<file path="src/rtl/core/time_of_day_and_countdown_timers_core_assert.svh">
// Assertion macros for the timekeeping core.
// Each macro samples on clk and is disabled while rst_n is low.
`ifndef TIME_OF_DAY_AND_COUNTDOWN_TIMERS_CORE_ASSERT_SVH
`define TIME_OF_DAY_AND_COUNTDOWN_TIMERS_CORE_ASSERT_SVH

// Same-cycle implication
`define TDCT_ASSERT_NOW(name, cond, expr, msg) \
    name: assert property (@(posedge clk) disable iff (!rst_n) (cond) |-> (expr)) \
        else $error(msg);

// Next-cycle implication
`define TDCT_ASSERT_NEXT(name, cond, expr, msg) \
    name: assert property (@(posedge clk) disable iff (!rst_n) (cond) |=> (expr)) \
        else $error(msg);

`endif

</file>
<file path="src/rtl/core/tdct_pkg.sv">
package tdct_pkg;

    // Byte map
    localparam int CLOCK_DEPTH      = 6;
    localparam int BYTES_PER_TIMER  = 4;
    localparam int NUM_TIMERS_DEF   = 4;
    localparam int ADDR_W           = 5;
    localparam int DATA_W           = 8;

    // Clock byte addresses
    localparam logic [2:0] ADDR_HUND  = 3'd0;
    localparam logic [2:0] ADDR_SEC   = 3'd1;
    localparam logic [2:0] ADDR_MIN   = 3'd2;
    localparam logic [2:0] ADDR_HOUR  = 3'd3;
    localparam logic [2:0] ADDR_DAY_L = 3'd4;
    localparam logic [2:0] ADDR_DAY_H = 3'd5;

    // Time-of-day wrap values
    localparam logic [7:0] HUND_STEP = 8'd2;
    localparam logic [7:0] HUND_WRAP = 8'd100;
    localparam logic [7:0] SEC_WRAP  = 8'd60;
    localparam logic [7:0] MIN_WRAP  = 8'd60;
    localparam logic [7:0] HOUR_WRAP = 8'd24;

    // Timer reload values
    localparam logic [7:0] TMR_HUND_RELOAD = 8'd98;
    localparam logic [7:0] TMR_SEC_RELOAD  = 8'd59;
    localparam logic [7:0] TMR_MIN_RELOAD  = 8'd255;
    localparam logic [7:0] TMR_EXPIRED     = 8'd1;

    typedef enum logic [1:0] {
        OP_TICK  = 2'd0,
        OP_WRITE = 2'd1,
        OP_READ  = 2'd2
    } opcode_t;

    // Per-timer control: tick or byte write
    typedef struct packed {
        logic        tick;
        logic        wr_en;
        logic [1:0]  idx;
        logic [7:0]  data;
    } timer_ctl_t;

endpackage

</file>
<file path="src/rtl/core/tdct_if.sv">
// Command channel: one tick, write or read per transfer
interface tdct_cmd_if;
    logic       valid;
    logic       ready;
    logic [1:0] opcode;
    logic [4:0] byte_address;
    logic [7:0] write_data;

    modport source (output valid, opcode, byte_address, write_data, input ready);
    modport sink   (input valid, opcode, byte_address, write_data, output ready);
endinterface

// Response channel: one byte per command
interface tdct_rsp_if;
    logic       valid;
    logic       ready;
    logic [7:0] read_data;

    modport source (output valid, read_data, input ready);
    modport sink   (input valid, read_data, output ready);
endinterface

</file>
<file path="src/rtl/core/tdct_timer.sv">
// One countdown timer: four bytes, hundredths first.
module tdct_timer
(
    input  logic                 clk,
    input  logic                 rst_n,
    input  tdct_pkg::timer_ctl_t ctl,
    output logic [3:0][7:0]      bytes
);

    logic [3:0][7:0] bytes_reg;
    logic [3:0][7:0] bytes_next;

    // Countdown on tick, byte store on write
    always_comb
    begin
        bytes_next = bytes_reg;
        if (ctl.tick)
        begin
            if (!bytes_reg[0][0])
            begin
                if (bytes_reg[0] != 8'd0)
                begin
                    bytes_next[0] = bytes_reg[0] - tdct_pkg::HUND_STEP;
                end
                else if (bytes_reg[1] != 8'd0)
                begin
                    bytes_next[0] = tdct_pkg::TMR_HUND_RELOAD;
                    bytes_next[1] = bytes_reg[1] - 8'd1;
                end
                else if (bytes_reg[2] != 8'd0)
                begin
                    bytes_next[1] = tdct_pkg::TMR_SEC_RELOAD;
                    bytes_next[2] = bytes_reg[2] - 8'd1;
                end
                else if (bytes_reg[3] != 8'd0)
                begin
                    bytes_next[2] = tdct_pkg::TMR_MIN_RELOAD;
                    bytes_next[3] = bytes_reg[3] - 8'd1;
                end
                else
                begin
                    // all zero: expired, stops on odd value
                    bytes_next[0] = tdct_pkg::TMR_EXPIRED;
                end
            end
        end
        else if (ctl.wr_en)
        begin
            bytes_next[ctl.idx] = ctl.data;
        end
    end

    always_ff @(posedge clk or negedge rst_n)
    begin
        if (!rst_n)
        begin
            bytes_reg <= '0;
        end
        else
        begin
            bytes_reg <= bytes_next;
        end
    end

    assign bytes = bytes_reg;

endmodule

</file>
<file path="src/rtl/core/time_of_day_and_countdown_timers_core.sv">
// Time-of-day clock with NUM_TIMERS countdown timers on a byte map: bytes 0-5 are
// hundredths, seconds, minutes, hours and a 16-bit day count (low, high); byte
// 6 + 4*t + k is byte k of timer t. A tick command advances the clock by 20 ms and
// counts down every timer whose first byte is even; a timer at all zeros sets its
// first byte to 1 and stops. Each command yields one response byte: the addressed
// byte after a write or read, zero for a tick or an unmapped address. The block
// takes one command per cycle; the response appears in the output register in the
// cycle after the transfer, and the command side stalls only while that register
// holds a byte the sink has not taken. All bytes clear at reset.
`include "time_of_day_and_countdown_timers_core_assert.svh"

module time_of_day_and_countdown_timers_core
#(
    parameter int NUM_TIMERS = tdct_pkg::NUM_TIMERS_DEF
)
(
    input  logic       clk,
    input  logic       rst_n,
    tdct_cmd_if.sink   cmd,
    tdct_rsp_if.source rsp
);

    localparam int TIMER_END = tdct_pkg::CLOCK_DEPTH + tdct_pkg::BYTES_PER_TIMER * NUM_TIMERS;

    logic [tdct_pkg::CLOCK_DEPTH-1:0][7:0]  clock_reg;
    logic [tdct_pkg::CLOCK_DEPTH-1:0][7:0]  clock_next;
    logic [NUM_TIMERS-1:0][3:0][7:0]        timer_bytes;
    tdct_pkg::timer_ctl_t [NUM_TIMERS-1:0]  timer_ctl;

    logic       rsp_valid_reg;
    logic [7:0] read_data_reg;
    logic [7:0] read_data_next;

    logic       cmd_xfer;
    logic       is_tick;
    logic       is_write;
    logic       is_read;
    logic       is_clock;
    logic       is_timer;
    logic [4:0] timer_off;
    logic [15:0] day_inc;

    // Handshake: single output register, refilled in the cycle it drains
    assign cmd.ready = !rsp_valid_reg || rsp.ready;
    assign cmd_xfer  = cmd.valid && cmd.ready;

    // Command decode
    assign is_tick  = cmd_xfer && (cmd.opcode == tdct_pkg::OP_TICK);
    assign is_write = cmd_xfer && (cmd.opcode == tdct_pkg::OP_WRITE);
    assign is_read  = cmd_xfer && (cmd.opcode == tdct_pkg::OP_READ);
    assign is_clock = cmd.byte_address < 5'(tdct_pkg::CLOCK_DEPTH);
    assign is_timer = !is_clock && (6'(cmd.byte_address) < 6'(TIMER_END));
    assign timer_off = cmd.byte_address - 5'(tdct_pkg::CLOCK_DEPTH);
    assign day_inc  = {clock_reg[tdct_pkg::ADDR_DAY_H], clock_reg[tdct_pkg::ADDR_DAY_L]}
                      + 16'd1;

    // Time-of-day carry chain and clock byte writes
    always_comb
    begin
        clock_next = clock_reg;
        if (is_tick)
        begin
            clock_next[tdct_pkg::ADDR_HUND] = clock_reg[tdct_pkg::ADDR_HUND]
                                              + tdct_pkg::HUND_STEP;
            if (clock_next[tdct_pkg::ADDR_HUND] == tdct_pkg::HUND_WRAP)
            begin
                clock_next[tdct_pkg::ADDR_HUND] = 8'd0;
                clock_next[tdct_pkg::ADDR_SEC] = clock_reg[tdct_pkg::ADDR_SEC] + 8'd1;
                if (clock_next[tdct_pkg::ADDR_SEC] == tdct_pkg::SEC_WRAP)
                begin
                    clock_next[tdct_pkg::ADDR_SEC] = 8'd0;
                    clock_next[tdct_pkg::ADDR_MIN] = clock_reg[tdct_pkg::ADDR_MIN] + 8'd1;
                    if (clock_next[tdct_pkg::ADDR_MIN] == tdct_pkg::MIN_WRAP)
                    begin
                        clock_next[tdct_pkg::ADDR_MIN] = 8'd0;
                        clock_next[tdct_pkg::ADDR_HOUR] = clock_reg[tdct_pkg::ADDR_HOUR]
                                                          + 8'd1;
                        if (clock_next[tdct_pkg::ADDR_HOUR] == tdct_pkg::HOUR_WRAP)
                        begin
                            clock_next[tdct_pkg::ADDR_HOUR]  = 8'd0;
                            clock_next[tdct_pkg::ADDR_DAY_L] = day_inc[7:0];
                            clock_next[tdct_pkg::ADDR_DAY_H] = day_inc[15:8];
                        end
                    end
                end
            end
        end
        else if (is_write && is_clock)
        begin
            clock_next[cmd.byte_address[2:0]] = cmd.write_data;
        end
    end

    always_ff @(posedge clk or negedge rst_n)
    begin
        if (!rst_n)
        begin
            clock_reg <= '0;
        end
        else
        begin
            clock_reg <= clock_next;
        end
    end

    // Timers
    for (genvar t = 0; t < NUM_TIMERS; t++)
    begin : g_timer
        always_comb
        begin
            timer_ctl[t].tick  = is_tick;
            timer_ctl[t].wr_en = is_write && is_timer && (timer_off[4:2] == 3'(t));
            timer_ctl[t].idx   = timer_off[1:0];
            timer_ctl[t].data  = cmd.write_data;
        end

        tdct_timer u_timer
        (
            .clk   (clk),
            .rst_n (rst_n),
            .ctl   (timer_ctl[t]),
            .bytes (timer_bytes[t])
        );
    end

    // Response byte: written value on write, stored byte on read
    always_comb
    begin
        read_data_next = 8'd0;
        if (is_write && (is_clock || is_timer))
        begin
            read_data_next = cmd.write_data;
        end
        else if (is_read && is_clock)
        begin
            read_data_next = clock_reg[cmd.byte_address[2:0]];
        end
        else if (is_read && is_timer)
        begin
            for (int t = 0; t < NUM_TIMERS; t++)
            begin
                if (timer_off[4:2] == 3'(t))
                begin
                    read_data_next = timer_bytes[t][timer_off[1:0]];
                end
            end
        end
    end

    // Output register
    always_ff @(posedge clk or negedge rst_n)
    begin
        if (!rst_n)
        begin
            rsp_valid_reg <= 1'b0;
            read_data_reg <= 8'd0;
        end
        else
        begin
            if (cmd_xfer)
            begin
                rsp_valid_reg <= 1'b1;
                read_data_reg <= read_data_next;
            end
            else if (rsp.ready)
            begin
                rsp_valid_reg <= 1'b0;
            end
        end
    end

    assign rsp.valid     = rsp_valid_reg;
    assign rsp.read_data = read_data_reg;

    // Checks
    `TDCT_ASSERT_NEXT(a_rsp_follows_cmd, cmd_xfer, rsp_valid_reg,
        "response register not loaded after a command transfer")
    `TDCT_ASSERT_NOW(a_stall_blocks_cmd, rsp_valid_reg && !rsp.ready, !cmd.ready,
        "command taken while response register is stalled")
    `TDCT_ASSERT_NEXT(a_tick_reads_zero, is_tick, read_data_reg == 8'd0,
        "tick produced a nonzero response byte")
    `TDCT_ASSERT_NEXT(a_hund_write, is_write && (cmd.byte_address == 5'd0),
        clock_reg[tdct_pkg::ADDR_HUND] == $past(cmd.write_data),
        "hundredths byte write lost")

endmodule
</file>
<file path="src/flat_wrapper.sv">
// flat-port wrapper written by rule: the top's interface ports become plain ports
module time_of_day_and_countdown_timers_core_flat 
#(
    parameter int NUM_TIMERS = tdct_pkg::NUM_TIMERS_DEF
)
  (clk, rst_n, cmd_valid, cmd_opcode, cmd_byte_address, cmd_write_data, cmd_ready, rsp_valid, rsp_read_data, rsp_ready);
  tdct_cmd_if cmd_i ();
  tdct_rsp_if rsp_i ();
  input  logic clk;
  input  logic rst_n;
  input wire logic [$bits(cmd_i.valid)-1:0] cmd_valid;
  input wire logic [$bits(cmd_i.opcode)-1:0] cmd_opcode;
  input wire logic [$bits(cmd_i.byte_address)-1:0] cmd_byte_address;
  input wire logic [$bits(cmd_i.write_data)-1:0] cmd_write_data;
  output wire logic [$bits(cmd_i.ready)-1:0] cmd_ready;
  output wire logic [$bits(rsp_i.valid)-1:0] rsp_valid;
  output wire logic [$bits(rsp_i.read_data)-1:0] rsp_read_data;
  input wire logic [$bits(rsp_i.ready)-1:0] rsp_ready;
  assign cmd_i.valid = cmd_valid;
  assign cmd_i.opcode = cmd_opcode;
  assign cmd_i.byte_address = cmd_byte_address;
  assign cmd_i.write_data = cmd_write_data;
  assign cmd_ready = cmd_i.ready;
  assign rsp_valid = rsp_i.valid;
  assign rsp_read_data = rsp_i.read_data;
  assign rsp_i.ready = rsp_ready;
  time_of_day_and_countdown_timers_core #(.NUM_TIMERS(NUM_TIMERS)) u_core (.clk(clk), .rst_n(rst_n), .cmd(cmd_i), .rsp(rsp_i));
endmodule
</file>
<file path="config.mk">
export PLATFORM = sky130hd
export DESIGN_NAME = time_of_day_and_countdown_timers_core_flat
export DESIGN_NICKNAME = d
export VERILOG_FILES = /design/src/rtl/core/tdct_pkg.sv /design/src/rtl/core/tdct_if.sv /design/src/rtl/core/tdct_timer.sv /design/src/rtl/core/time_of_day_and_countdown_timers_core.sv /design/src/flat_wrapper.sv
export VERILOG_INCLUDE_DIRS = /design/src /design/src/rtl/core
export SDC_FILE = /design/constraint.sdc
export NUM_CORES = 1
export LEC_CHECK = 0
export ABC_CLOCK_PERIOD_IN_PS = 3230
export CORE_MARGIN = 10
export CORE_UTILIZATION = 55
export CTS_CLUSTER_DIAMETER = 150
export DETAILED_ROUTE_END_ITERATION = 8
export DONT_BUFFER_PORTS = 1
export HOLD_SLACK_MARGIN = 0.15
export PLACE_DENSITY_LB_ADDON = 0.25
export SYNTH_ARGS = -nofsm -noshare
export SYNTH_HDL_FRONTEND = slang
export SYNTH_SLANG_ARGS = --single-unit
</file>
<file path="constraint.sdc">
create_clock -name clk -period 3.23 [get_ports clk]
set_clock_uncertainty 0.05 [all_clocks]
set_input_delay 0.646 -clock clk [delete_from_list [all_inputs] [get_ports clk]]
set_output_delay 0.646 -clock clk [all_outputs]
set_load 0.02 [all_outputs]
</file>
======== Word-level counts from Yosys, hierarchy flattened ========
Cells that the tools add are included.
storage, ports and cells
  register bits after elaboration ......... 185
  bits of input ports ..................... 19
  output and inout port bits .............. 10
  logic and storage cells ................. 255
cells by class
  add/sub/neg operators ................... 22
  order comparisons ....................... 6
  equality and inequality tests ........... 49
  mux-type cells .......................... 86
  reduce and logical (&&, ||, !) cells .... 64
operators with widths
  kind                                                                   count
  32-bit 2-to-1 mux                                                      13
  8-bit 2-to-1 mux                                                       38
  16-bit 2-to-1 mux                                                      12
  48-bit 2-to-1 mux                                                      3
  32-bit bitwise mux                                                     4
  8-bit nonzero test                                                     16
  24-bit 2-to-1 mux                                                      5
  8-bit by 1-bit subtractor with 8-bit output, second input constant     12
  8-bit binary-select mux with 2-bit select                              4
  48-bit bitwise mux                                                     1
  2-bit inequality test, second input constant                           24
  40-bit 2-to-1 mux                                                      1
  4-bit AND reduction                                                    9
  4-bit inequality test, second input constant                           8
  8-bit by 2-bit subtractor with 8-bit output, second input constant     4
  5-bit AND reduction                                                    5
  8-bit by 1-bit adder with 8-bit output, second input constant          3
  8-bit binary-select mux with 3-bit select                              1
  8-bit demux with 3-bit select                                          1
  3-bit inequality test, second input constant                           8
  6-bit AND reduction                                                    4
  16-bit by 1-bit adder with 16-bit output, second input constant        1
  8-bit demux with 2-bit select                                          1
  8-bit by 6-bit equality test with 1-bit output, second input constant  2
  23 further kinds                                                       47

======== Depth between registers and ports, before layout ========
  depth after elaboration ................. 10
  mapped depth ............................ 11
  mapped depth without buffers ............ 9

======== Modules after synthesis ========
A second synthesis with hierarchy kept.
second synthesis, totals
  cell total of the unflattened synthesis .. 1619
  area total of the unflattened synthesis .. 14039.7 um2
by module, submodules not included
  module                                       times used  cells an instance  area each (um2)  seq. area each (um2)
  tdct_timer at u_core.g_timer[0].u_timer ...  3           266                2195.9           800.8
  time_of_day_and_countdown_timers_core        1           556                5228.8           1426.4
  tdct_timer at u_core.g_timer[3].u_timer      1           265                2223.4           800.8

======== Worst setup path after synthesis ========
OpenSTA, ideal clock, no wires.
  path kind ............................... input-to-reg
  from .................................... in cmd_byte_address[1]
  to ...................................... reg u_core.g_timer[0].u_timer.bytes_reg, in the netlist u_core.g_timer[0].u_timer.bytes[20]
  library setup time ...................... 0.121 ns
  data arrival time ....................... 2.794 ns
  required time ........................... 3.059 ns
  path slack .............................. 0.265 ns
  stages on the path ...................... 10
  buffers on the path ..................... 2
  path through ............................ ha_1 > clkbuf_1 > o21ai_1 > nand2_1 > or2_1 > clkbuf_1 > or3_1 > o21ai_1 > o21ai_0 > a22o_1
between the ends
  cells in the longest elaborated chain, start to end .. 8
  elaborated cells between the ends (all ways) .. 18
  classes of those cells .................. 1 x add/sub; 4 x order compare; 5 x mux; 8 x reduce/logical
ends and longest elaborated chain
  what                                                                                                                                                  line                                         RTL
  start, declared                                                                                                                                       flat_wrapper.sv:13                           input wire logic [$bits(cmd_i.byte_address)-1:0] cmd_byte_address;
  5-bit by 3-bit subtractor with 5-bit output                                                                                                           time_of_day_and_countdown_timers_core.sv:53  assign timer_off = cmd.byte_address - 5'(tdct_pkg::CLOCK_DEPTH);
  2-bit by 3-bit less-than comparator with 1-bit output (not written as such) / 2-bit by 1-bit >= comparator with 1-bit output (equally long branches)  tdct_timer.sv:49                             bytes_next[ctl.idx] = ctl.data;
  1-bit logical AND (not written as such)                                                                                                               tdct_timer.sv:49
  8-bit 2-to-1 mux (not written as such)                                                                                                                tdct_timer.sv:49
  8-bit demux with 2-bit select                                                                                                                         tdct_timer.sv:49
  32-bit bitwise mux                                                                                                                                    tdct_timer.sv:49
  32-bit 2-to-1 mux                                                                                                                                     tdct_timer.sv:47                             else if (ctl.wr_en)
  32-bit 2-to-1 mux                                                                                                                                     tdct_timer.sv:17                             if (ctl.tick)
  end signal, assigned                                                                                                                                  tdct_timer.sv:61                             bytes_reg <= bytes_next;
  end, declared                                                                                                                                         tdct_timer.sv:10                             logic [3:0][7:0] bytes_reg;
Parallel ways exist; a longest one is shown, timed or not. The select of a mux whose other input is x is not followed.
A chain may end at the register's enable or synchronous reset.

======== Worst setup path after layout ========
  from .................................... reg u_core.g_timer[2].u_timer.bytes_reg, in the netlist u_core.g_timer[2].u_timer.bytes[8]
  to ...................................... reg u_core.g_timer[2].u_timer.bytes_reg, in the netlist u_core.g_timer[2].u_timer.bytes[21]
between the ends
  cells in the longest elaborated chain, start to end .. 3
ends and longest elaborated chain
  what                             line              RTL
  start, declared                  tdct_timer.sv:10
  start signal, assigned           tdct_timer.sv:61
  8-bit nonzero test               tdct_timer.sv:25  else if (bytes_reg[1] != 8'd0)
  2-bit inequality test (no line)  -
  5-bit AND reduction (no line)    -
No other way between the ends.

==> results.md <==
* P per Cell Area at a little under 500 nW/um2
* Worst setup EP type: flop
* CTS tree: built
* HPWL after DPL at 35.44 mm
* Hold_ws at -0.1624 ns
* CTS sink count at approximately 190
* Final Hold Fails at approximately 190
* First-pass GRT wire length at around 75 mm
* DR pass1 iterations at 7
* Drc violations at 0
* Post-synthesis sequential area ratio at 0.3457
* RSZ-0062 raised after global routing: yes
* Ys async rst share at 1.000
* Distinct cells, synth at between 90 and 100
* Post-route setup slack at approximately 0.13 ns
* Area share of the largest cell type after synthesis at 0.3457
* Clk buf depth at 2
* FF+latch area at roughly 4600 um2
* Xor and xnor fraction of the mapped netlist area at 0.007849
* Crit path max-delay family: simple AND/OR/NAND/NOR gates
* Worst EP required at between 3 and 4 ns
* Syn Inst Count at approximately 1600
* Via count at between 10000 and 15000
* Avg Synthesized Cell Area at between 8 and 9 um2
* Die height at 176.0 um
* Run status: finished with violations
* Max-slew violations at 0
* Drt wl/cell at approximately 24 um
* ANT nets after route at 0
* Crit path kind: flop to flop
* Die width at 176.0 um
* Core box area at roughly 24000 um2
* Synth Area in Compound Gates at 0.2828
* Power Total at about 0.007 W
* Share of layout cells above drive strength 1 at 0.1294
* R2r endpoint: u_core.g_timer[2].u_timer.bytes[21]
* Worst slew margin relative to its limit at 0.3023
* Final setup fails at 0
* Failing checks: negative hold slack
* Initial antenna violation count at 0
* Placement Cell Area at 14270 um2
* Total track usage at 0.3088
* Nets at 1722
* CTS root buf: clkbuf_16
* WP depth at 8
* Tmin final at between 3 and 4 ns
* Syn. warnings at 0
* Worst vdd ir at 0.3320 mV
* IO Pins at 29
* Area contributors post-synth: dfrtp_1 (35%), o21ai_0 (7.3%), mux4_2 (6.4%)
* GRT met3 Usage at 0.07283
* Arrival time worst endpoint at approximately 3.4 ns
* Met2 usage at 0.4633
* Die ar. at a little over 30000 um2
* Multi-input gate area at 8065 um2
* CP Max Fanout at 16
* Post-CTS Setup Inserts at 0
* Initial DRC Count at 1955
* Cts bufs inserted at 17
* CTS H-Tree Depth at 4
* Max FFs per register at approximately 130
* Mux contribution to synthesized area at 0.07821
* Worst reg2reg path depth at 8
* Final period util at 0.9596
* Grt met1 use at 0.4007
* Post-layout util at 0.6169
* Actual slew at the worst max-slew pin at around 1.0 ns
* Finished Cell Area at approximately 15000 um2
* N_diodes at 0
* Vias in the first global route at approximately 13000
* Latest clock arrival within the worst-skew pair at 0.45 ns
* Filler cells at approximately 2200
* Synth Flop Type: dfrtp_1
* Yosys reg bits at 185
* WP buf/inv at 1
* Post-synth top cells: nor2_1 (199), o21ai_0 (195), dfrtp_1 (185)
* Delay of the slowest critical-path stage at ~0.5 ns
* Routed wire length at about 49 mm
* Cell leakage power at roughly 6.2 nW
* Final RePlAce weighted congestion at about 1.0
* Fmax at 0.3226 GHz
* Synth Area in Adders at 0.02897
* Slowest CP cell: or4_4
* Remaining Overflow, GRT at 0
* Simple-gate area share of the yosys netlist at 0.2015
* Setup WS pre-CTS at ~0.092 ns
* Max Cap Viol at 0
* Setup crit start kind: flop
* Largest area contributor in the netlist: dfrtp_1
* R2r setup slk at 0.13 ns
* Clock-pin slew on the worst setup and hold paths at 0.08 ns
* Post-synth EDFFs at 0
* Synth Net Count at ~1700
* Hold Crit Class: primary input to async pin
* Initial Util at 0.5555
* Most numerous cell in the Yosys netlist: nor2_1
* DR vias/cell at between 6 and 7
* GR peak layer: met2
* Pin count of the biggest net entering global routing at 186
* Worst r2r src: u_core.g_timer[2].u_timer.bytes[8]
* I/O Buffers at 0
* Critical-path cell list: inv_1 > ha_1 > or4b_4 > or4_4 > or3_4 > nand2b_4 > a21bo_4 > o32a_1
* Mapped Area at between 10000 and 15000 um2
* Row count at 57
* Area added between synthesis and finish at 11.05%
* Main combinational cell family by area after synthesis: compound AO/OA/AOI/OAI gates
[placed cells by master (no fill, tap or decap), types with 5 or more instances in the layout]
| master | n |
|---|---|
| xnor2_1 | 8 |
| ha_1 | 31 |
| a211oi_1 | 10 |
| and3_1 | 10 |
| nand2_1 | 115 |
| nor3_1 | 57 |
| mux4_2 | 38 |
| a31oi_1 | 57 |
| o221ai_1 | 7 |
| nor4_1 | 12 |
| nand4b_1 | 5 |
| o32a_1 | 18 |
| nor3b_1 | 7 |
| a21o_1 | 5 |
| a22oi_1 | 17 |
| o21ai_1 | 17 |
| dfrtp_1 | 185 |
| a21oi_1 | 153 |
| o21a_1 | 19 |
| mux2i_1 | 6 |
| clkinv_4 | 5 |
| o22ai_1 | 37 |
| mux2_2 | 7 |
| o21ai_0 | 195 |
| a22o_1 | 10 |
| or3_1 | 13 |
| nand2b_1 | 15 |
| buf_4 | 105 |
| nand4_1 | 12 |
| clkbuf_16 | 17 |
| a41oi_1 | 7 |
| o21bai_1 | 8 |
| nor2_1 | 199 |
| and2_1 | 10 |
| o41ai_1 | 5 |
| nand3_1 | 38 |
| inv_1 | 97 |
| nor2b_1 | 11 |
[where the power goes]
part / internal [W] / leakage, nW / switching, W
combinational: 0.000815 / 3.60 / 0.00112
clock: 0.00112 / 0.287 / 0.00100
sequential: 0.00266 / 2.35 / 0.000493
[layout make-up]
type / instances / share of cell area
Multi-Input combinational cell: 1263 / 0.5424
Sequential cell: 185 / 0.3113
Timing Repair Buffer: 107 / 0.05570
Clock buffer: 20 / 0.03071
Tap cell: 324 / 0.02726
Inverter: 98 / 0.02474
Clock inverter: 12 / 0.007909
[cell families after synthesis]
kind of cell / Yosys count
adder cells (fa/ha/maj): 31
flip-flops: 185
buffers and inverters: 186
AND/OR/NAND/NOR: 548
XOR/XNOR: 12
AO/OA/AOI/OAI: 619
multiplexers: 53
[layer usage]
layer	wire length (um)	vias up
met5	0	-
met4	3033	0
met3	5472	193
met2	21400	871
met1	18900	6647
li1	-	6161
[metrics by stage]
stage | setup TNS [ns] | instances
floorplan | 0 | 1634
global placement | 0 | 1977
detailed placement | 0 | 1977
CTS | 0 | 2009
global route | -0.009342 | 2009
finish | 0 | 2009
[timing repair]
action	4_1_cts	5_1_grt
hold endpoints to repair	185	185
setup endpoints to repair	0	19
gates resized for setup	0	6
[worst max path at each step]
stage	endpoint	slack (ns)	from
6_report	u_core.g_timer[2].u_timer.bytes[21]	0.13	u_core.g_timer[2].u_timer.bytes[8]
5_1_grt	u_core.g_timer[2].u_timer.bytes[29]	-0.009	u_core.g_timer[2].u_timer.bytes[8]
2_1_floorplan	u_core.g_timer[0].u_timer.bytes[20]	0.27	cmd_byte_address[1]
3_3_place_gp	u_core.g_timer[2].u_timer.bytes[28]	0.14	u_core.g_timer[2].u_timer.bytes[8]
3_5_place_dp	u_core.clock_reg[16]	0.09	u_core.clock_reg[1]
4_1_cts	u_core.clock_reg[16]	0.05	u_core.clock_reg[1]
(Power assumes the default switching activity.)
